==> config.mk <==
export PLATFORM = sky130hd
export DESIGN_NAME = fee_queue
export DESIGN_NICKNAME = d
export VERILOG_FILES = /design/src/design/fee_queue.sv
export SDC_FILE = /design/constraint.sdc
export NUM_CORES = 1
export LEC_CHECK = 0
export ABC_AREA = 1
export BUFFER_PORTS_ARGS = -buffer_cell sky130_fd_sc_hd__buf_4
export CORE_UTILIZATION = 53
export DETAILED_ROUTE_END_ITERATION = 10
export PLACE_DENSITY = 0.8
export SLEW_MARGIN = 20
export SYNTH_ARGS = -nofsm -noshare
export SYNTH_HDL_FRONTEND = slang
export SYNTH_SLANG_ARGS = --single-unit
==> constraint.sdc <==
create_clock -name clk -period 2.4 [get_ports clk]
set_input_delay 0.24 -clock clk [delete_from_list [all_inputs] [get_ports clk]]
set_output_delay 0.24 -clock clk [all_outputs]
set_load 0.005 [all_outputs]
==> src/design/fee_queue.sv <==
module fee_queue #(
	parameter int WIDTH = 8
) (
	input  logic             clk,
	input  logic             arst_n,
	input  logic             push,
	input  logic [WIDTH-1:0] wdata,
	output logic             full,
	input  logic             pop,
	output logic [WIDTH-1:0] rdata,
	output logic             empty
);

	logic [WIDTH-1:0] data_q [2];
	logic             wr_ptr_q;
	logic             rd_ptr_q;
	logic [1:0]       count_q;

	assign full  = (count_q == 2'd2);
	assign empty = (count_q == 2'd0);
	assign rdata = data_q[rd_ptr_q];

	// Advance pointers and fill level
	always_ff @(posedge clk or negedge arst_n) begin
		if (!arst_n) begin
			wr_ptr_q <= 1'b0;
			rd_ptr_q <= 1'b0;
			count_q  <= 2'd0;
		end else begin
			if (push) begin
				wr_ptr_q <= ~wr_ptr_q;
			end
			if (pop) begin
				rd_ptr_q <= ~rd_ptr_q;
			end
			count_q <= count_q + 2'(push) - 2'(pop);
		end
	end

	// Store word
	always_ff @(posedge clk) begin
		if (push) begin
			data_q[wr_ptr_q] <= wdata;
		end
	end

	a_no_push_full: assert property (@(posedge clk) disable iff (!arst_n)
		push |-> (count_q != 2'd2))
		else $error("queue written while full");

endmodule

==> results by group, run 1 <==
Power and ir drop
  – Power per cell area: 1120 nW/um^2
  – Internal power: a little over 800 uW
  – Combinational fraction of design power: a little under a third
  – Post-route total power: between 1 and 1.5 mW
  – Switch share: between 20 and 30%
  – Worst ir drop on vdd: 0.714 mV
  – Relative contribution of the clock network to total power: between 20% and 30%
  – Sequential share of power: a little under half
  – Power spent charging and discharging nets: between 300 and 400 uW
  – Leakage Power: ~0.49 nW

Global route
  – Maximum number of pins on one net before global-route repair: 18
  – Initial antenna violation count: 0
  – Total GRT Usage: between 15 and 20%
  – Vias in the first global route: between 500 and 600
  – First-pass GRT wire length: approximately 2200 um
  – Remaining global-route overflow: 0

Clock tree
  – TritonCTS Buffers: 3
  – Reg clk slew, reported paths: ~0.11 ns
  – Clock root cell: sky130_fd_sc_hd__clkbuf_4
  – Max H-tree Level: 1
  – TritonCTS sink count: 20
  – Max clock buf depth: 2
  – TritonCTS clock tree: yes
  – Insertion delay of the later-clocked pin in the worst-skew pair: 0.30 ns

Critical path
  – Register-to-Register Setup Slack: roughly 1.1 ns
  – CP startpoint kind: flip-flop
  – FF-to-FF path depth: 1
  – Crit path max fanout: 17
  – Reg2reg start: wr_ptr_q
  – Category of cells accounting for the largest share of critical-path delay: flip-flops
  – Worst path max stage delay: slightly below 0.7 ns
  – Bufs and invs on worst path: 1
  – Arrival time of the worst setup path: 1.34 ns
  – Worst reg2reg endpoint: data_q[0][1]
  – Setup CP Type: reg2out
  – Cells along the critical path: o21ai_0 > buf_4
  – Critical Path RT: between 2 and 2.5 ns
  – Slowest cell on the critical path: sky130_fd_sc_hd__dfrtp_1
  – Element type at the critical path end: output port

Placed design
  – Buffers added on ports: 21
  – Final RePlAce weighted congestion: 0.752
  – Placement-stage cell area: between 900 and 1000 sq um
  – Number of instances in the placed design: roughly 100
  – Worst setup slack after placement: ~1.1 ns
  – Detailed placer's ending HPWL: between 900 and 1000 um

Cells and area
  – Top library cells by usage in the layout, fill and taps aside: 21 x sky130_fd_sc_hd__buf_4, 16 x sky130_fd_sc_hd__edfxtp_1, 15 x sky130_fd_sc_hd__inv_1, 14 x sky130_fd_sc_hd__nand2_1, 5 x sky130_fd_sc_hd__o21ai_0
  – Utilization of the core after routing: 75.1%
  – Number of nets at the end of the flow: 106
  – Number of diodes added for antenna fixing: 0
  – Final non-filler cell area: 1040 sq um
  – Share of layout cells above drive strength 1: ~31%
  – P&R area growth vs syn: 25.0%
  – Non-Filler Instances: approximately 110
  – Most common cell after layout, fill and taps aside: sky130_fd_sc_hd__buf_4
  – FILL cells: 99

Floorplan
  – Number of rows created at floorplan: 13
  – Die ar.: 1730 sq um
  – Effective utilization at floorplan: between 60% and 70%
  – Die boundary width: between 40 and 50 um
  – Die Height: a little over 40 um
  – I/O pin total: 22
  – Area inside the core boundary: 1380 sq um

Detailed routing
  – Number of optimization iterations in the first detailed-route pass: 4
  – Routed wire per std cell: ~12 um
  – Total via count in the routed design: between 500 and 600
  – Remaining antenna violation count: 0
  – Aggregate routed wire length: about 1300 um
  – Via-per-instance ratio: between 4 and 5
  – Remaining DRCs: 0
  – Detailed Route Iter0 Violations: 8

Timing
  – Number of endpoints with negative hold slack in the final report: 0
  – # setup viols final: 0
  – Relative slew margins: roughly 53%
  – Highest achievable clock rate: between 600 and 700 MHz
  – Post-route fraction of the period consumed by the critical path: between 60% and 70%
  – Sum of negative setup slack: 0 ns
  – Final slew viol count: 0
  – Clk_skew: about 0.0074 ns
  – Worst setup margin: roughly 0.8 ns
  – Worst-Margin Slew: between 0.7 and 0.8 ns
  – Post-layout min period: approximately 1.6 ns
  – Final Hold Slack: ~0.11 ns
  – Setup repair after global routing missed its margin: false

Synth
  – Count of distinct cell types in the synthesized netlist: 12
  – Yosys warning count: 0
  – Sequential area share after synthesis: 69.9%
  – Post-synthesis instance area: just over 800 sq um
  – Synth Register Bits: 20
  – Number of instances in the synthesized netlist: 67
  – Leading area contributor after synthesis: sky130_fd_sc_hd__edfxtp_1
  – Net Count, Synth: a little over 80
  – Avg Inst Size Synth: about 12 sq um
  – Cells taking the most area after synthesis: sky130_fd_sc_hd__edfxtp_1 58%, sky130_fd_sc_hd__dfrtp_1 12%, sky130_fd_sc_hd__inv_1 6.8%
  – Post-synth top area share: roughly 58%

Worst hold path
  – Min-Delay Endpoint: data_q[0][3]
  – Path class of the lowest-slack min-delay path: in2reg
  – Min-Delay Startpoint: wdata[3]
  – Worst Hold Path Cells: 1

Run
  – Max-cap violations: 0

Status
  – Run status: finished clean
## flip-flops by register name (all words and copies together), names as in the netlist
signal / count
rd_ptr_q: 1
count_q: 2
wr_ptr_q: 1
data_q: 16
## layer usage
layer	track usage (%)	routed length (um)
met2	25.3	605
met1	22.3	564
met4	14.2	59
met5	0	0
met3	5.22	64
## final cells by class
class	count	area (sq um)	share of cell area (%)
multi-input cells	30	163	15.7
repair buffers	22	168	16.1
clock buffers	3	22.5	2.17
clock inverters	1	30.0	2.89
inverters	15	56.3	5.42
well taps	15	18.8	1.81
flip-flops and latches	20	581	55.9
## worst max path at each step
stage | startpoint | endpoint | cells after the start
2_1_floorplan | wr_ptr_q | data_q[0][0] | 1
5_1_grt | rd_ptr_q | rdata[0] | 2
6_report | rd_ptr_q | rdata[7] | 2
3_3_place_gp | wr_ptr_q | data_q[0][5] | 1
4_1_cts | rd_ptr_q | rdata[7] | 2
3_5_place_dp | wr_ptr_q | data_q[0][7] | 1
## cell families after synthesis
logic type	count (synthesis)	synth area share, %
AO/OA/AOI/OAI	8	6.17
XOR/XNOR	2	2.11
adder cells (fa/ha/maj)	2	3.01
buffers and inverters	17	10.5
flip-flops	20	69.9
AND/OR/NAND/NOR	18	8.28
## power by group through the flow
stage	logic [mW]	registers, mW	clock network [mW]
after floorplan	0.258	0.506	0
after CTS	0.353	0.543	0.278
after global routing	0.394	0.557	0.288
after global placement	0.326	0.548	0
final	0.349	0.544	0.272
after detailed placement	0.347	0.552	0
## repair_timing
| item | CTS | global route |
|---|---|---|
| setup endpoints to repair | 0 | 0 |
| gates resized for setup | 0 | 0 |
| buffers inserted | 0 | 0 |
| hold buffers | 1 | 0 |
| endpoints found under the hold margin | 4 | 0 |
## cell usage after synthesis
library cell,count
sky130_fd_sc_hd__edfxtp_1,16
sky130_fd_sc_hd__xor2_1,2
sky130_fd_sc_hd__buf_6,1
sky130_fd_sc_hd__ha_1,2
sky130_fd_sc_hd__dfrtp_1,4
sky130_fd_sc_hd__o21ai_0,5
sky130_fd_sc_hd__o21ai_2,3
sky130_fd_sc_hd__nand3_1,1
sky130_fd_sc_hd__buf_12,1
sky130_fd_sc_hd__nor2_1,3
sky130_fd_sc_hd__nand2_1,14
sky130_fd_sc_hd__inv_1,15
Note: power is estimated with default switching activity, not from simulation.
==> run 2: changes to the inputs <==
ABC_AREA = 0   (was 1)
CORE_UTILIZATION = 49   (was 53)
PLACE_DENSITY = 0.75   (was 0.8)
clock period = 1.6 ns   (was 2.4 ns; I/O delays follow)
==> run 2 against run 1 <==
Effect of this change: total power is 38% higher; via count down 22%; clock-buffer cell count unchanged; worst setup slack lost 0.67 ns; non-clock buffer count increased by 1; synthesized cell count fell by 40%; sequential share of layout area increased by 1.2 points.
==> results by group, run 2 <==
Timing
  – Post-layout min period: around 1.4 ns
  – Final Hold Slack: 0.0451 ns (-0.0646 ns)
  – Clk_skew: 0.00292 ns (-0.00443 ns)
  – Number of endpoints with negative hold slack in the final report: 0 (unchanged)
  – Relative slew margins: 74.8% (+22 points)
  – Setup repair after global routing missed its margin: false
  – Sum of negative setup slack: 0 ns (unchanged)
  – Worst-Margin Slew: 0.378 ns (-0.325 ns)
  – Worst setup margin: 0.150 ns (-0.671 ns)
  – # setup viols final: 0 (unchanged)
  – Final slew viol count: 0 (unchanged)
  – Highest achievable clock rate: 690 MHz
  – Post-route fraction of the period consumed by the critical path: around nine tenths

Synth
  – Async set-or-reset flop fraction in the synthesized netlist: 20.0% (unchanged)
  – Most instantiated library cell after synthesis: sky130_fd_sc_hd__edfxtp_1
  – EDFF count, synth: 16 (unchanged)
  – Avg Inst Size Synth: 20.2 sq um (+63%)
  – Xor and xnor fraction of the mapped netlist area: 5.11% (+3.0 points)
  – Synth Register Bits: 20 (unchanged)
  – Share of the synthesized area in compound gates (AO/OA/AOI/OAI): 0% (-6.2 points)
  – Multiplexer fraction of the synthesized cell area: 14.9% (+15 points)
  – Leading area contributor after synthesis: sky130_fd_sc_hd__edfxtp_1
  – Count of distinct cell types in the synthesized netlist: 11 (-1)
  – Sequential area share after synthesis: 71.8% (+1.9 points)
  – Most frequent cells after synthesis: 16 x sky130_fd_sc_hd__edfxtp_1, 8 x sky130_fd_sc_hd__mux2_4, 4 x sky130_fd_sc_hd__dfrtp_1
  – Net Count, Synth: 54 (-33%)
  – Post-synthesis instance area: 808 sq um (-2.7%)
  – Number of instances in the synthesized netlist: 40 (-40%)
  – Largest family of logic cells by synthesized area: multiplexers
  – Cells taking the most area after synthesis: sky130_fd_sc_hd__edfxtp_1 59%, sky130_fd_sc_hd__mux2_4 15%, sky130_fd_sc_hd__dfrtp_1 12%
  – Adder-cell share of the synthesized area: 3.10% (+0.084 points)
  – Post-synth top area share: 59.4% (+1.6 points)
  – Simple-gate share of the synthesized area: 2.79% (-5.5 points)
  – Leading register cell type out of synthesis: sky130_fd_sc_hd__edfxtp_1
  – Yosys warning count: 0 (unchanged)

Run
  – Max-cap violations: 0 (unchanged)

Placed design
  – Worst setup slack after placement: 0.327 ns (-0.735 ns)
  – Final RePlAce weighted congestion: 0.643 (-15%)
  – Detailed placer's ending HPWL: 840 um (-8.6%)
  – Number of instances in the placed design: 77 (-24%)
  – Buffers added on ports: 21 (unchanged)

Status
  – Run status: finished clean

Detailed routing
  – Routed wire per std cell: 14.4 um (+18%)
  – Remaining antenna violation count: 0 (unchanged)
  – Number of optimization iterations in the first detailed-route pass: 4 (unchanged)
  – Detailed Route Iter0 Violations: 12 (+4)
  – Total via count in the routed design: 405 (-22%)
  – Remaining DRCs: 0 (unchanged)
  – Via-per-instance ratio: 4.94 (+0.87%)
  – Aggregate routed wire length: 1180 um (-8.8%)

Global route
  – Maximum number of pins on one net before global-route repair: 12 (-6)
  – First-pass GRT wire length: 1970 um (-9.8%)
  – Vias in the first global route: 419 (-17%)
  – Total GRT Usage: 15.5% (-2.3 points)
  – Remaining global-route overflow: 0 (unchanged)
  – Initial antenna violation count: 0 (unchanged)

Power and ir drop
  – Post-route total power: 1.61 mW (+38%)
  – Leakage Power: 0.447 nW (-8.8%)
  – Worst ir drop on vdd: 0.944 mV (+32%)
  – Power per cell area: 1580 nW/um^2 (+41%)

Worst hold path
  – Path class of the lowest-slack min-delay path: in2reg

Cells and area
  – Top library cells by usage in the layout, fill and taps aside: 22 x sky130_fd_sc_hd__buf_4, 16 x sky130_fd_sc_hd__edfxtp_1, 8 x sky130_fd_sc_hd__mux2_4, 3 x sky130_fd_sc_hd__clkbuf_4, 3 x sky130_fd_sc_hd__dfrtp_1
  – Flip-flop count of the largest register, all copies and words added: 16 (unchanged)
  – FILL cells: 109 (+10%)
  – Most flop-heavy register: data_q
  – P&R area growth vs syn: 26.2%
  – Non-Filler Instances: 82 (-23%)
  – Largest registers: data_q (16), count_q (2)
  – Most common cell after layout, fill and taps aside: sky130_fd_sc_hd__buf_4
  – Number of nets at the end of the flow: 81 (-24%)
  – Number of diodes added for antenna fixing: 0 (unchanged)
  – Share of layout cells above drive strength 1: 51.5% (+21 points)

Critical path
  – Arrival time of the worst setup path: 1.29 ns (-0.05 ns)
  – Worst path max stage delay: 0.54 ns (-0.15 ns)
  – Crit path max fanout: 9 (-8)
  – Cells along the critical path: mux2_4 > buf_4
  – Critical Path RT: 1.44 ns (-0.72 ns)
  – Bufs and invs on worst path: 1 (unchanged)
  – Category of cells accounting for the largest share of critical-path delay: flip-flops
  – CP startpoint kind: flip-flop
  – Setup CP Type: reg2out
  – Slowest cell on the critical path: sky130_fd_sc_hd__dfrtp_2
  – Element type at the critical path end: output port

Clock tree
  – Max clock buf depth: 2 (unchanged)
  – Clock root cell: sky130_fd_sc_hd__clkbuf_4
  – TritonCTS Buffers: 3 (unchanged)
  – TritonCTS sink count: 20 (unchanged)
  – Reg clk slew, reported paths: 0.11 ns (about the same)
  – Insertion delay of the later-clocked pin in the worst-skew pair: 0.29 ns (about the same)
  – TritonCTS clock tree: yes
  – Max H-tree Level: 1 (unchanged)

Floorplan
  – Die boundary width: 42.6 um (+2.5%)
  – Die ar.: 1820 sq um (+5.0%)
  – Area inside the core boundary: 1520 sq um (+10%)
  – Number of rows created at floorplan: 14 (+1)
  – I/O pin total: 22 (unchanged)
  – Effective utilization at floorplan: 53.0% (-7.1 points)
  – Die Height: 42.6 um (+2.5%)
## run 2: changes by cell type in the layout (fill, tap and decap cells not counted), moves of 2 or more
cell	change
sky130_fd_sc_hd__nor2b_1	+2
sky130_fd_sc_hd__nand2_1	-14
sky130_fd_sc_hd__nor2_1	-2
sky130_fd_sc_hd__mux2_4	+8
sky130_fd_sc_hd__inv_1	-13
sky130_fd_sc_hd__o21ai_2	-3
sky130_fd_sc_hd__o21ai_0	-5
## run 2: path summary, 6_finish.rpt
check / startpoint / endpoint / slack, ns / cells after the start
setup / recovery: rd_ptr_q / rdata[0] / 0.15 / 2
hold / removal: pop / rd_ptr_q / 0.05 / 2
setup reg to reg: count_q[0] / count_q[1] / 0.37 / 5
hold reg to reg: wr_ptr_q / wr_ptr_q / 0.51 / 1
min in group asynchronous: arst_n / wr_ptr_q / 0.22 / 2
max in group asynchronous: arst_n / rd_ptr_q / 1.27 / 2
## run 2: per-stage QoR
stage | instance area, sq um | utilization [%]
5_1_grt | 1020 | 66.9
3_5_place_dp | 982 | 64.4
3_3_place_gp | 982 | 64.4
4_1_cts | 1020 | 66.8
6_report | 1020 | 66.9
2_1_floorplan | 808 | -
## run 2: area by class of cell
class	instances	area [sq um]	area share, %
Tap cell	16	20.0	1.96
Clock buffer	3	22.5	2.21
Clock inverter	1	3.75	0.368
Sequential cell	20	582	57.1
Inverter	2	7.51	0.736
Timing Repair Buffer	23	175	17.2
Multi-Input combinational cell	17	209	20.5
## run 2: cell families (layout without fill, tap and decap cells)
kind of cell             count (synthesis)  after routing
flip-flops                              20             20
multiplexers                             8              8
adder cells (fa/ha/maj)                  2              2
buffers and inverters                    3             29
AND/OR/NAND/NOR                          4              4
XOR/XNOR                                 3              3
## run 2: power breakdown
part | internal, mW | total [mW] | switching [mW]
registers | 0.710 | 0.822 | 0.112
logic | 0.382 | 0.552 | 0.170
clock network | 0.0905 | 0.237 | 0.146
## run 2: routing by layer
metal / global-route usage [%] / wire length (um)
met1: 16.9 / 445
met4: 5.63 / 7
met2: 28.6 / 687
met3: 3.88 / 40
met5: 0 / 0
## run 2: timing repair
action	4_1_cts	5_1_grt
gates resized for setup	0	1
hold buffers	1	0
endpoints found under the hold margin	4	0
setup endpoints to repair	0	8
setup buffers	0	0
