`src/design/fee_pkg.sv`:
```
package fee_pkg;

	// Default sizes
	localparam int TABLE_ENTRIES_DEF = 256;
	localparam int RING_DEPTH_DEF    = 64;
	localparam int GEN_WIDTH_DEF     = 16;
	localparam int HANDLE_WIDTH_DEF  = 32;

	// Fixed field widths
	localparam int CMD_W = 2;
	localparam int IDX_W = 8;
	localparam int SEQ_W = 32;
	localparam int CAP_W = 7;

	localparam logic [CAP_W-1:0] CAP_RESET = 7'd64;

	// Commands on the input channel
	localparam logic [CMD_W-1:0] CMD_MARK_LIVE   = 2'd0;
	localparam logic [CMD_W-1:0] CMD_GET_FREE    = 2'd1;
	localparam logic [CMD_W-1:0] CMD_MARK_DEAD   = 2'd2;
	localparam logic [CMD_W-1:0] CMD_CHECK_VALID = 2'd3;

	// Classified operations handed from front to back
	localparam int OP_W = 3;
	localparam logic [OP_W-1:0] OP_LIVE    = 3'd0; // push accepted, store handle
	localparam logic [OP_W-1:0] OP_FULL    = 3'd1; // push refused, ring full
	localparam logic [OP_W-1:0] OP_NOEVICT = 3'd2; // fresh allocation, nothing to do
	localparam logic [OP_W-1:0] OP_EMPTY   = 3'd3; // eviction wanted, ring empty
	localparam logic [OP_W-1:0] OP_EVICT   = 3'd4; // reclaim oldest live slot
	localparam logic [OP_W-1:0] OP_DEAD    = 3'd5; // clear slot, bump generation
	localparam logic [OP_W-1:0] OP_CHECK   = 3'd6; // compare generations

	// Table slots actually reachable by an element index
	function automatic int slot_count(input int te);
		return (te < (1 << IDX_W)) ? te : (1 << IDX_W);
	endfunction

	// Ring entries actually reachable with a capacity register value
	function automatic int ring_slots(input int rd);
		return (rd < ((1 << CAP_W) - 1)) ? rd : ((1 << CAP_W) - 1);
	endfunction

	function automatic int addr_bits(input int n);
		return (n > 1) ? $clog2(n) : 1;
	endfunction

	// Queue word: {op, slot, handle, generation, present}
	function automatic int entry_width(input int slot_w, input int hw, input int gw);
		return OP_W + slot_w + hw + gw + 1;
	endfunction

endpackage

```
`src/design/fee_ram.sv`:
```
module fee_ram #(
	parameter int WIDTH = 8,
	parameter int DEPTH = 64,
	parameter int AW    = fee_pkg::addr_bits(DEPTH)
) (
	input  logic             clk,
	input  logic             we,
	input  logic [AW-1:0]    waddr,
	input  logic [WIDTH-1:0] wdata,
	input  logic             re,
	input  logic [AW-1:0]    raddr,
	output logic [WIDTH-1:0] rdata
);

	logic [WIDTH-1:0] mem_q [DEPTH];
	logic [WIDTH-1:0] rdata_q;

	// Write port
	always_ff @(posedge clk) begin
		if (we) begin
			mem_q[waddr] <= wdata;
		end
	end

	// Registered read, hold when not enabled
	always_ff @(posedge clk) begin
		if (re) begin
			rdata_q <= mem_q[raddr];
		end
	end

	assign rdata = rdata_q;

endmodule

```
`src/design/fee_front.sv`:
```
module fee_front #(
	parameter int TABLE_ENTRIES = fee_pkg::TABLE_ENTRIES_DEF,
	parameter int RING_DEPTH    = fee_pkg::RING_DEPTH_DEF,
	parameter int GEN_WIDTH     = fee_pkg::GEN_WIDTH_DEF,
	parameter int HANDLE_WIDTH  = fee_pkg::HANDLE_WIDTH_DEF,
	parameter int EW            = fee_pkg::entry_width(
		fee_pkg::addr_bits(fee_pkg::slot_count(TABLE_ENTRIES)), HANDLE_WIDTH, GEN_WIDTH)
) (
	input  logic                       clk,
	input  logic                       arst_n,
	input  logic                       cfg_wr_en,
	input  logic [fee_pkg::CAP_W-1:0]  cfg_wr_data,
	input  logic                       in_valid,
	output logic                       in_stall,
	input  logic [fee_pkg::CMD_W-1:0]  cmd,
	input  logic [fee_pkg::IDX_W-1:0]  element_index,
	input  logic [HANDLE_WIDTH-1:0]    element_handle,
	input  logic [fee_pkg::SEQ_W-1:0]  sequence_length,
	input  logic                       alloc_ok,
	input  logic [GEN_WIDTH-1:0]       node_generation,
	input  logic                       node_present,
	input  logic                       clearing,
	output logic                       q_push,
	output logic [EW-1:0]              q_wdata,
	input  logic                       q_full
);

	localparam int SLOTS      = fee_pkg::slot_count(TABLE_ENTRIES);
	localparam int SLOT_W     = fee_pkg::addr_bits(SLOTS);
	localparam int RING_SLOTS = fee_pkg::ring_slots(RING_DEPTH);
	localparam int RA_W       = fee_pkg::addr_bits(RING_SLOTS);
	localparam int CW         = fee_pkg::CAP_W;
	localparam int IDX_RANGE  = 1 << fee_pkg::IDX_W;

	localparam logic [CW-1:0] RING_MAX = CW'(RING_SLOTS);

	typedef logic [IDX_RANGE-1:0][SLOT_W-1:0] slot_tbl_t;

	// Index folding table, element index modulo table size
	function automatic slot_tbl_t build_slot_tbl();
		slot_tbl_t t;
		for (int i = 0; i < IDX_RANGE; i++) begin
			t[i] = SLOT_W'(i % TABLE_ENTRIES);
		end
		return t;
	endfunction

	localparam slot_tbl_t SLOT_TBL = build_slot_tbl();

	logic [CW-1:0]            cap_q;
	logic [CW-1:0]            cap_eff;
	logic [CW-1:0]            live_head_q;
	logic [CW-1:0]            evict_head_q;
	logic [CW-1:0]            ring_fill_q;
	logic                     live_red_q;
	logic                     evict_red_q;
	logic [CW-1:0]            red_cap_q;
	logic [CW-1:0]            live_nxt;
	logic [CW-1:0]            live_adv;
	logic [CW-1:0]            evict_nxt;
	logic [CW-1:0]            evict_adv;
	logic                     in_acc;
	logic [fee_pkg::OP_W-1:0] op_c;
	logic                     fresh;
	logic [SLOT_W-1:0]        slot_c;
	logic [SLOT_W-1:0]        ring_rdata;
	logic                     ring_we;
	logic                     ring_re;

	logic                     valid_s1;
	logic [fee_pkg::OP_W-1:0] op_s1;
	logic [SLOT_W-1:0]        slot_s1;
	logic [HANDLE_WIDTH-1:0]  handle_s1;
	logic [GEN_WIDTH-1:0]     ngen_s1;
	logic                     npres_s1;
	logic [SLOT_W-1:0]        push_slot;

	// Clamp capacity into the ring
	always_comb begin
		if (cap_q == '0) begin
			cap_eff = CW'(1);
		end else if (cap_q > RING_MAX) begin
			cap_eff = RING_MAX;
		end else begin
			cap_eff = cap_q;
		end
	end

	// Hold input while clearing, wrapping a head, or the stage cannot drain
	assign in_stall = clearing || live_red_q || evict_red_q || (valid_s1 && q_full);
	assign in_acc   = in_valid && !in_stall;
	assign slot_c   = SLOT_TBL[element_index];
	assign fresh    = (sequence_length < fee_pkg::SEQ_W'(cap_eff)) && alloc_ok;

	// Classify the command against ring occupancy
	always_comb begin
		unique case (cmd)
			fee_pkg::CMD_MARK_LIVE: begin
				op_c = (ring_fill_q >= cap_eff) ? fee_pkg::OP_FULL : fee_pkg::OP_LIVE;
			end
			fee_pkg::CMD_GET_FREE: begin
				if (fresh) begin
					op_c = fee_pkg::OP_NOEVICT;
				end else if (ring_fill_q == '0) begin
					op_c = fee_pkg::OP_EMPTY;
				end else begin
					op_c = fee_pkg::OP_EVICT;
				end
			end
			fee_pkg::CMD_MARK_DEAD:   op_c = fee_pkg::OP_DEAD;
			fee_pkg::CMD_CHECK_VALID: op_c = fee_pkg::OP_CHECK;
			default:                  op_c = fee_pkg::OP_CHECK;
		endcase
	end

	// Advance heads with one wrap; further wraps run in the reduce loop
	assign live_nxt  = live_head_q + CW'(1);
	assign live_adv  = (live_nxt >= cap_eff) ? (live_nxt - cap_eff) : live_nxt;
	assign evict_nxt = evict_head_q + CW'(1);
	assign evict_adv = (evict_nxt >= cap_eff) ? (evict_nxt - cap_eff) : evict_nxt;

	assign ring_we = in_acc && (op_c == fee_pkg::OP_LIVE);
	assign ring_re = in_acc && (op_c == fee_pkg::OP_EVICT);

	fee_ram #(
		.WIDTH (SLOT_W),
		.DEPTH (RING_SLOTS)
	) u_ring (
		.clk   (clk),
		.we    (ring_we),
		.waddr (live_head_q[RA_W-1:0]),
		.wdata (slot_c),
		.re    (ring_re),
		.raddr (evict_head_q[RA_W-1:0]),
		.rdata (ring_rdata)
	);

	// Ring control and capacity register
	always_ff @(posedge clk or negedge arst_n) begin
		if (!arst_n) begin
			cap_q        <= fee_pkg::CAP_RESET;
			live_head_q  <= '0;
			evict_head_q <= '0;
			ring_fill_q  <= '0;
			live_red_q   <= 1'b0;
			evict_red_q  <= 1'b0;
			red_cap_q    <= '0;
			valid_s1     <= 1'b0;
		end else begin
			if (cfg_wr_en) begin
				cap_q <= cfg_wr_data;
			end
			if (live_red_q) begin
				if (live_head_q >= red_cap_q) begin
					live_head_q <= live_head_q - red_cap_q;
				end else begin
					live_red_q <= 1'b0;
				end
			end
			if (evict_red_q) begin
				if (evict_head_q >= red_cap_q) begin
					evict_head_q <= evict_head_q - red_cap_q;
				end else begin
					evict_red_q <= 1'b0;
				end
			end
			if (ring_we) begin
				live_head_q <= live_adv;
				live_red_q  <= (live_adv >= cap_eff);
				red_cap_q   <= cap_eff;
				ring_fill_q <= ring_fill_q + CW'(1);
			end
			if (ring_re) begin
				evict_head_q <= evict_adv;
				evict_red_q  <= (evict_adv >= cap_eff);
				red_cap_q    <= cap_eff;
				ring_fill_q  <= ring_fill_q - CW'(1);
			end
			if (in_acc) begin
				valid_s1 <= 1'b1;
			end else if (q_push) begin
				valid_s1 <= 1'b0;
			end
		end
	end

	// Capture the classified word
	always_ff @(posedge clk) begin
		if (in_acc) begin
			op_s1     <= op_c;
			slot_s1   <= slot_c;
			handle_s1 <= element_handle;
			ngen_s1   <= node_generation;
			npres_s1  <= node_present;
		end
	end

	// Eviction takes its slot from the ring read
	assign push_slot = (op_s1 == fee_pkg::OP_EVICT) ? ring_rdata : slot_s1;
	assign q_push    = valid_s1 && !q_full;
	assign q_wdata   = {op_s1, push_slot, handle_s1, ngen_s1, npres_s1};

	a_count_bound: assert property (@(posedge clk) disable iff (!arst_n)
		ring_fill_q <= RING_MAX)
		else $error("live count beyond ring size");

	a_s1_hold: assert property (@(posedge clk) disable iff (!arst_n)
		(valid_s1 && q_full) |=> (valid_s1 && $stable(op_s1) && $stable(slot_s1)))
		else $error("classified word lost while queue full");

endmodule

```
`config.mk`:
```
export PLATFORM = sky130hd
export DESIGN_NAME = fee_front
export DESIGN_NICKNAME = d
export VERILOG_FILES = /design/src/design/fee_pkg.sv /design/src/design/fee_ram.sv /design/src/design/fee_front.sv
export SDC_FILE = /design/constraint.sdc
export NUM_CORES = 1
export LEC_CHECK = 0
export ABC_AREA = 0
export BUFFER_PORTS_ARGS = -buffer_cell sky130_fd_sc_hd__buf_2
export CAP_MARGIN = 15
export CORE_MARGIN = 4
export CORE_UTILIZATION = 55
export DETAILED_ROUTE_END_ITERATION = 7
export PLACE_DENSITY = 0.7
export RECOVER_POWER = 50
export SYNTH_ARGS = -nofsm -noshare
export SYNTH_HDL_FRONTEND = slang
export SYNTH_SLANG_ARGS = --single-unit
```
`constraint.sdc`:
```
create_clock -name clk -period 8.1 [get_ports clk]
set_clock_uncertainty 0.1 [all_clocks]
set_input_delay 2.025 -clock clk [delete_from_list [all_inputs] [get_ports clk]]
set_output_delay 2.025 -clock clk [all_outputs]
set_load 0.01 [all_outputs]
```
==> results of run 1 <==
-- per-layer routing --
layer / wire [microns] / GRT usage
met5: 26 / 0
met4: 1810 / 0.0782
met3: 4900 / 0.0494
met2: 27400 / 0.358
met1: 25000 / 0.330
-- layout make-up --
type,count,share of cell area
Inverter,39,0.00517
Sequential cell,618,0.628
Multi-Input combinational cell,797,0.247
Clock buffer,75,0.0536
Clock inverter,30,0.00898
Timing Repair Buffer,184,0.0309
Tap cell,607,0.0260
-- power by group --
| part | total [mW] | switching, mW | internal, mW |
|---|---|---|---|
| logic | 3.24 | 1.87 | 1.37 |
| clock network | 2.62 | 1.13 | 1.49 |
| registers | 3.82 | 0.191 | 3.63 |
| total | 9.68 | 3.19 | 6.49 |
-- how the worst min path moves through the flow --
stage	end	slack [ns]	depth (start not counted)
6_report	cap_q[0]$_DFFE_PN0P_	0.42	1
5_1_grt	ring_fill_q[6]$_DFFE_PN0P_	0.43	1
3_3_place_gp	cap_q[0]$_DFFE_PN0P_	0.39	1
2_1_floorplan	valid_s1$_DFFE_PN0P_	0.35	2
4_1_cts	ring_fill_q[6]$_DFFE_PN0P_	0.41	1
3_5_place_dp	ring_fill_q[6]$_DFFE_PN0P_	0.40	1
-- cell families after synthesis --
family | after synthesis
buffers and inverters | 102
and+or+nand+nor | 247
AOI/OAI and AO/OA | 245
xor gates and xnor gates | 18
DFF | 618
adders and majority gates | 67
muxes | 220
-- stage by stage --
| step | cell area, sq um | hold slack, ns | cells | util |
|---|---|---|---|---|
| floorplan | 26100 | 0.354 | 1517 | - |
| global placement | 27500 | 0.394 | 2245 | 0.590 |
| detailed placement | 27500 | 0.399 | 2245 | 0.590 |
| CTS | 29300 | 0.409 | 2350 | 0.629 |
| global route | 29300 | 0.428 | 2350 | 0.627 |
| finish | 29300 | 0.418 | 2350 | 0.627 |
-- synthesized netlist by cell type, types with 4 or more instances --
master / count / area share
ha_1: 62 / 0.030
buf_1: 5 / 0.00072
inv_1: 36 / 0.0052
nor2_1: 90 / 0.013
o31ai_1: 5 / 0.0014
a211oi_1: 6 / 0.0017
dfrtp_1: 37 / 0.036
nand3_1: 16 / 0.0031
xnor2_1: 11 / 0.0037
or3_1: 4 / 0.00096
o21ai_0: 26 / 0.0050
fa_1: 5 / 0.0038
o31a_1: 7 / 0.0024
buf_2: 14 / 0.0027
clkbuf_1: 33 / 0.0048
mux2_2: 23 / 0.0099
o221ai_1: 56 / 0.019
o21a_1: 11 / 0.0032
mux2i_1: 107 / 0.041
nand2_1: 63 / 0.0091
a31oi_1: 5 / 0.0012
a221o_1: 8 / 0.0031
nand4_1: 9 / 0.0022
mux4_2: 88 / 0.076
xor2_1: 7 / 0.0024
nor3_1: 15 / 0.0029
edfxtp_1: 580 / 0.67
buf_4: 10 / 0.0029
a21oi_1: 60 / 0.012
nor4_1: 8 / 0.0019
nand2b_1: 10 / 0.0024
o22ai_1: 32 / 0.0077
nor2b_1: 14 / 0.0034
a21o_1: 8 / 0.0023
-- state kept, by name (all words and copies together), names as in the netlist --
name / count
red_cap_q: 7
evict_red_q: 1
handle_s1: 32
npres_s1: 1
u_ring.rdata: 8
valid_s1: 1
evict_head_q: 7
cap_q: 7
live_red_q: 1
op_s1: 3
slot_s1: 8
u_ring.mem_q: 512
live_head_q: 7
ring_fill_q: 7
ngen_s1: 16
-- critical path: stages, from the launching register on --
cell and delay (ns):
dfrtp_1 0.56, nand3_1 0.81, nor2_1 0.35, xor2_1 0.23, ha_1 0.32, a211oi_1 0.22
nand2_1 0.08, o22a_1 0.21, a21o_1 0.29, mux2_2 0.34, ha_1 0.27, nand2b_1 0.13
a21o_1 0.17, a21oi_1 0.16, o21ai_0 0.14, a31oi_1 0.21, o21ai_0 0.09
==> metrics.txt, run 1 <==
antenna cells 0; R2R Setup Slk 3.26 ns; clock buffer depth 3; Synth cell types 68; final worst path period share 0.598; sequential-to-total area share from yosys stat 0.705; NumNets Final 1871; Final GP Congestion 0.900; endpoints failing setup 0; post-synthesis register bit count 618; Syn Inst Count 1517; Die Wd 226 microns; Max Clk Rate 207 MHz; Buffers on Ports 166; # clock sinks 618; initial antenna violation count 2; CTS hold repair buffers 0; DPL Wire Length 37.5 mm; DR vias 14600; setup TNS 0 ns; Worst Path Required 8.44 ns; mux cell area share after synthesis 0.128; crit path capture live_red_q$_DFF_PN0_; largest net degree at the start of global routing 134; total track usage 0.230; Die Footprint 0.0509 sq mm; failing checks max-capacitance violations, max-slew violations; CP startpoint kind flip-flop; kind of critical path flip-flop to flip-flop; post-synthesis adder-cell area fraction 0.0336; Num CTS Buffers 59; R2R cell count 16; Die Y 226 microns; first drt pass iteration count 6; Final Hold Vio Count 0; main combinational cell family by area after synthesis multiplexers; Starting Density 0.559; max-slew headroom at the worst pin -1.24; post-CTS setup repair buffer count 0; Synth Area in Compound Gates 0.0656; Max-Cap Viols 9; post-synthesis xor/xnor area fraction 0.00605; Iter 0 DRT Violations 1470; CP max FO 11; FP Rows 79; Worst-Margin Slew 3.36 ns; leak pwr 10.0 nW; syn_nets 1689; DRT Wirelength 59.1 mm; CTS resizes 0; Setup crit start live_head_q[2]$_DFFE_PN0P_; first-pass GRT wire length 88.2 mm; Synth Area per Inst 17.2 sq um; commonest non-fill, non-tap cells in the layout 580 x edfxtp_1, 130 x buf_2, 107 x mux2i_1, 90 x nor2_1, 88 x mux4_2; Hold Path Class flip-flop to flip-flop; I/O pins 167; EDFF count, synth 580; most common cell after layout, fill and taps aside edfxtp_1; Reg2Reg Capture Point live_red_q$_DFF_PN0_; post-route ant nets 0; Yosys warning count 0; fraction of the mapped netlist area in simple logic gates 0.0445; synth-to-layout area growth 12.2%; Pwr Total 9.68 mW; hold path startpoint cap_q[0]$_DFFE_PN0P_; CTS root buffer clkbuf_16; vias per inst 6.20; RSZ-0062 raised after global routing false; Setup WS post-layout 3.26 ns; VDD IR max 0.334 mV; share of cells above drive strength 1 0.196; PD cells 331 mW/mm^2; CTS clk-pin slew, worst paths 0.06 ns; total area of sequential cells 0.0184 sq mm; worst reg2reg startpoint live_head_q[2]$_DFFE_PN0P_; Top FF cell, synth edfxtp_1; total congestion overflow 0; Period minus WS final 4.84 ns; Crit. End Element flip-flop; drt drc 0; FILL cells 3296; worst-skew pair later-pin latency 0.61 ns; vias in the first global route 14400; dpl ws 2.89 ns; Data arrival, critical path 5.18 ns; FFs w/ async S/R, synth 0.0615; H-tree depth 2; multi-input logic area 0.00723 sq mm; Synth Cell Area 0.0261 sq mm; TritonCTS clock tree done; status finished, violations left; routed len/inst 25.2 microns; Slew Viols, Final 567; core area 0.0467 sq mm
Power figures use the tool's default switching activity.
==> run 2: changes to the inputs <==
==> constraint.sdc (replaced) <==
create_clock -name clk -period 4.8 [get_ports clk]
set_clock_uncertainty 0.1 [all_clocks]
set_input_delay 1.2 -clock clk [delete_from_list [all_inputs] [get_ports clk]]
set_output_delay 1.2 -clock clk [all_outputs]
set_load 0.01 [all_outputs]
==> run 2 against run 1 <==
  * The flow still finishes with violations (max-capacitance violations, max-slew violations)
  * Global-route usage rose by 0.45 points
  * Via count grew 1.2%
  * Sequential share of layout area decreased by 0.81 points
  * Die area did not move
  * Non-clock buffer count up 52
  * Clock power is 67% higher
  * Flip-flop and latch count stayed put
  * Wire length is 1.8% higher
  * Fmax increased by 17%
  * First-iteration DRC count is 0.14% higher
  * Cell area grew 1.3%
==> metrics.txt, run 2 (synthesis gave the netlist of run 1 again) <==
multi-input logic area 0.00725 sq mm; TritonCTS clock tree done; total track usage 0.235; drt drc 0; Buffers on Ports 166; initial antenna violation count 3; total congestion overflow 0; DRT Wirelength 60.2 mm; core area 0.0467 sq mm; Num CTS Buffers 59; Crit. End Element flip-flop; CP max FO 10; Final GP Congestion 0.882; Pwr Total 16.3 mW; PD cells 551 mW/mm^2; hold path startpoint valid_s1$_DFFE_PN0P_; endpoints failing setup 0; Worst-Margin Slew 2.18 ns; WHS 0.411 ns; most common cell after layout, fill and taps aside edfxtp_1; NumNets Final 1923; CTS root buffer clkbuf_16; kind of critical path flip-flop to flip-flop; Die Footprint 0.0509 sq mm; Iter 0 DRT Violations 1472; DR vias 14700; post-CTS setup repair buffer count 0; I/O pins 167; final instance area 0.0296 sq mm; clock buffer depth 3; leak pwr 10.3 nW; Most flops, register u_ring.mem_q; vias per inst 6.15; FP Rows 79; Max-Cap Viols 9; CTS resizes 0; FILL cells 3366; first drt pass iteration count 5; Hold Path Class flip-flop to flip-flop; # clock sinks 618; post-route ant nets 0; DPL Wire Length 39.7 mm; Setup crit start cap_q[6]$_DFFE_PN1P_; status finished, violations left; setup TNS 0 ns; Period minus WS final 4.14 ns; worst-skew pair later-pin latency 0.62 ns; commonest non-fill, non-tap cells in the layout 580 x edfxtp_1, 143 x buf_2, 107 x mux2i_1, 90 x nor2_1, 88 x mux4_2; total area of sequential cells 0.0184 sq mm; share of cells above drive strength 1 0.226; RSZ-0062 raised after global routing false; Worst Path Required 4.94 ns; top flop regs u_ring.mem_q x512, handle_s1 x32, ngen_s1 x16; failing checks max-capacitance violations, max-slew violations; Final Hold Vio Count 0; Max Clk Rate 242 MHz; VDD IR max 0.338 mV; routed len/inst 25.1 microns; vias in the first global route 14900; CTS clk-pin slew, worst paths 0.06 ns; largest net degree at the start of global routing 57; max-slew headroom at the worst pin -0.454; CP startpoint kind flip-flop; synth-to-layout area growth 13.7%; Slew Viols, Final 367; first-pass GRT wire length 90.1 mm; CTS hold repair buffers 0; Post-DP Area 0.0279 sq mm; Starting Density 0.559; worst reg2reg startpoint cap_q[6]$_DFFE_PN1P_; final worst path period share 0.862; final core utilization 0.635; H-tree depth 2; Die Wd 226 microns; max reg flops 512; Data arrival, critical path 4.28 ns; Die Y 226 microns
run 2: changes by cell type in the layout (fill, tap and decap cells not counted), sizes merged:
| cell | before | now |
|---|---|---|
| buf | 140 | 205 |
| clkbuf | 119 | 104 |
| clkinv | 25 | 21 |
| clkinvlp | 1 | 2 |
| diode | 0 | 1 |
run 2: report_power, final:
group	internal [mW]	leakage, nW	switching, mW
Clock	2.48	0.869	1.89
Sequential	6.13	5.69	0.192
Combinational	2.34	3.77	3.30
Total	10.9	10.3	5.38
run 2: area by class of cell:
type	count	share of cell area
clock buffers	73	0.0523
inverters	39	0.00511
diodes	1	0.0000844
multi-input cells	797	0.244
flip-flops and latches	618	0.620
repair buffers	236	0.0442
clock inverters	27	0.00811
well taps	607	0.0256
run 2: path summary, 6_finish.rpt:
check	slack, ns	cells past startpoint	end
setup reg to reg	0.66	9	u_ring.mem_q[41][3]$_DFFE_PP_
setup / recovery	0.66	9	u_ring.mem_q[41][3]$_DFFE_PP_
min in group asynchronous	1.13	1	cap_q[3]$_DFFE_PN0P_
hold reg to reg	0.41	2	valid_s1$_DFFE_PN0P_
hold / removal	0.41	2	valid_s1$_DFFE_PN0P_
max in group asynchronous	1.93	1	evict_head_q[0]$_DFFE_PN0P_
run 2: critical path, stage by stage (launching register included):
cell and delay, ns:
dfstp_2 0.55, inv_2 0.09, a22o_1 0.38, ha_1 0.32, nand2b_1 0.14, a31oi_1 0.25
o211ai_1 0.43, nor2_1 0.35, nand3_1 0.44, nor2_1 0.71
run 2: layer usage:
layer | GRT usage | wire [microns] | vias to the layer above
met5 | 0 | 22 | -
li1 | - | - | 6601
met3 | 0.0506 | 4810 | 129
met1 | 0.322 | 24700 | 7405
met2 | 0.376 | 28500 | 605
met4 | 0.0877 | 2190 | 4
run 2: through the flow:
step | std cells | setup WS, ns
after floorplan | 1517 | 0.891
after global placement | 2297 | 0.576
after detailed placement | 2297 | 0.476
after CTS | 2397 | 0.678
after global routing | 2397 | 0.478
final | 2398 | 0.661
==> run 3: changes to the inputs <==
--- a/config.mk
+++ b/config.mk
@@ -9,9 +9,9 @@
 export BUFFER_PORTS_ARGS = -buffer_cell sky130_fd_sc_hd__buf_2
 export CAP_MARGIN = 15
 export CORE_MARGIN = 4
-export CORE_UTILIZATION = 55
+export CORE_UTILIZATION = 60
 export DETAILED_ROUTE_END_ITERATION = 7
-export PLACE_DENSITY = 0.7
+export PLACE_DENSITY = 0.76
 export RECOVER_POWER = 50
 export SYNTH_ARGS = -nofsm -noshare
 export SYNTH_HDL_FRONTEND = slang
==> run 3 against run 2 <==
  * The flow still finishes with violations (max-capacitance violations, max-slew violations)
  * Cell count shrank 1.4%
  * Setup slack gained 0.086 ns
  * Power increased by 2.1%
  * Worst hold slack worse by 0.014 ns
  * Global-route usage is 1.5 points higher
  * Fmax grew 2.1%
  * Cell area hardly changed
  * Via count is 1.4% higher
  * Critical endpoint is now evict_red_q$_DFF_PN0_
==> metrics.txt, run 3 (synthesis gave the netlist of run 1 again) <==
cells along the critical path nand2_1 > nor2_1 > xor2_1 > ha_1 > nor4_1 > a21oi_1 > o31ai_1 > buf_4 > mux2i_1 > inv_1 > ha_1 > nand2b_1 > a21o_1 > a21oi_1 > o21ai_0 > a31oi_1 > o21ai_0; Setup WS post-layout 0.747 ns; max-slew headroom at the worst pin -0.985; antenna cells 0; WHS Endpoint valid_s1$_DFFE_PN0P_; first-pass GRT wire length 89.2 mm; commonest non-fill, non-tap cells in the layout 580 x edfxtp_1, 125 x buf_2, 107 x mux2i_1, 90 x nor2_1, 88 x mux4_2; share of cells above drive strength 1 0.211; largest net degree at the start of global routing 128; post-route ant nets 0; WP buf/inv 2; Slew Viols, Final 403; failing checks max-capacitance violations, max-slew violations; RSZ-0062 raised after global routing false; met3 Usage GRT 0.0414; Max-Cap Viols 9; vias in the first global route 15000; CTS root buffer clkbuf_16; vias per inst 6.32; final worst path period share 0.844; R2R cell count 17; final instance area 0.0296 sq mm; Buffers on Ports 166; top flop regs u_ring.mem_q x512, handle_s1 x32, ngen_s1 x16; PD cells 562 mW/mm^2; CTS hold repair buffers 0; met1 GRT Util 0.345; Data arrival, critical path 4.40 ns; kind of critical path flip-flop to flip-flop; Die Y 216 microns; DRT Wirelength 58.8 mm; drt drc 0; Worst-Margin Slew 2.98 ns; CP max FO 13; setup TNS 0 ns; worst-skew pair later-pin latency 0.63 ns; R2R Setup Slk 0.75 ns; Die Footprint 0.0468 sq mm; core area 0.0430 sq mm; post-CTS setup repair buffer count 0; Starting Density 0.606; Worst Path Required 5.15 ns; worst reg2reg startpoint evict_head_q[5]$_DFFE_PN0P_; total congestion overflow 0; max reg flops 512; Period minus WS final 4.05 ns; VDD IR max 0.483 mV; Num CTS Buffers 60; H-tree depth 2; GRT Max-Usage Layer met2; synth-to-layout area growth 13.7%; most common cell after layout, fill and taps aside edfxtp_1; CP startpoint kind flip-flop; total track usage 0.250; DPL Wire Length 37.4 mm; TritonCTS clock tree done; Final Hold Vio Count 0; Die Wd 216 microns; FP Rows 76; dpl ws 0.563 ns; CP top delay family simple AND/OR/NAND/NOR gates; Max Clk Rate 247 MHz; DR vias 14900; Most flops, register u_ring.mem_q; CTS clk-pin slew, worst paths 0.06 ns; Post-DP Area 0.0277 sq mm; WHS 0.396 ns; Reg2Reg Capture Point evict_red_q$_DFF_PN0_; Hold Path Cell Cnt 2; FILL cells 2828; clock buffer depth 3; Iter 0 DRT Violations 1656; # clock sinks 618; I/O pins 167; NumNets Final 1902; leak pwr 10.3 nW; hold path startpoint valid_s1$_DFFE_PN0P_; endpoints failing setup 0; routed len/inst 24.9 microns; Crit path largest cell delay 0.61 ns; Final GP Congestion 0.890; Slowest cell on crit path dfrtp_1; met2 Track Usage GR 0.418; initial antenna violation count 0; CTS resizes 0; status finished, violations left; first drt pass iteration count 6; Crit. End Element flip-flop; Hold Path Class flip-flop to flip-flop
==> run 3: cell count changes in the layout (fill, tap and decap cells not counted), sizes merged <==
cell      before  now
buf          205  164
clkbuf       104  124
bufinv         4    9
clkinv        21   25
clkinvlp       2    3
diode          1    0
==> run 3: worst max path at each step <==
stage / endpoint / start / slack [ns] / cells past startpoint
after global placement: ring_fill_q[6]$_DFFE_PN0P_ / sequence_length[30] / 0.62 / 14
final: evict_red_q$_DFF_PN0_ / evict_head_q[5]$_DFFE_PN0P_ / 0.75 / 17
after floorplan: evict_red_q$_DFF_PN0_ / evict_head_q[0]$_DFFE_PN0P_ / 0.89 / 19
after detailed placement: ring_fill_q[6]$_DFFE_PN0P_ / sequence_length[5] / 0.56 / 15
after CTS: evict_red_q$_DFF_PN0_ / evict_head_q[5]$_DFFE_PN0P_ / 0.80 / 17
after global routing: evict_red_q$_DFF_PN0_ / evict_head_q[5]$_DFFE_PN0P_ / 0.43 / 17
==> run 3: where the power goes <==
part,leakage (nW),switching [mW],internal (mW)
registers,5.69,0.204,6.13
clock network,0.975,1.96,2.81
logic,3.61,3.24,2.33
==> run 3: area by class of cell <==
cell class | count | area (sq um) | area share
Clock buffer | 74 | 1580 | 0.0531
Clock inverter | 37 | 443 | 0.0149
Inverter | 39 | 151 | 0.00511
Multi-Input combinational cell | 797 | 7250 | 0.244
Sequential cell | 618 | 18400 | 0.620
Tap cell | 585 | 732 | 0.0247
Timing Repair Buffer | 214 | 1120 | 0.0379
==> run 3: layer usage <==
metal	up-vias	part of all wire
li1	6561	-
met1	7493	0.39
met2	767	0.50
met3	126	0.083
met4	0	0.028
met5	-	0
==> run 3: per-stage QoR <==
step           cells   util  power [mW]
3_3_place_gp    2252  0.645        11.8
4_1_cts         2363  0.691        16.7
5_1_grt         2364  0.690        17.5
2_1_floorplan   1517      -        10.4
6_report        2364  0.690        16.7
3_5_place_dp    2252  0.645        11.9
==> run 3: worst reg2reg max path, stage by stage, from the launching register on <==
cell and delay [ns]:
dfrtp_1 0.61, nand2_1 0.38, nor2_1 0.26, xor2_1 0.15, ha_1 0.24, nor4_1 0.34, a21oi_1 0.10, o31ai_1 0.08
buf_4 0.22, mux2i_1 0.29, inv_1 0.08, ha_1 0.27, nand2b_1 0.14, a21o_1 0.18, a21oi_1 0.13, o21ai_0 0.09
a31oi_1 0.16, o21ai_0 0.09
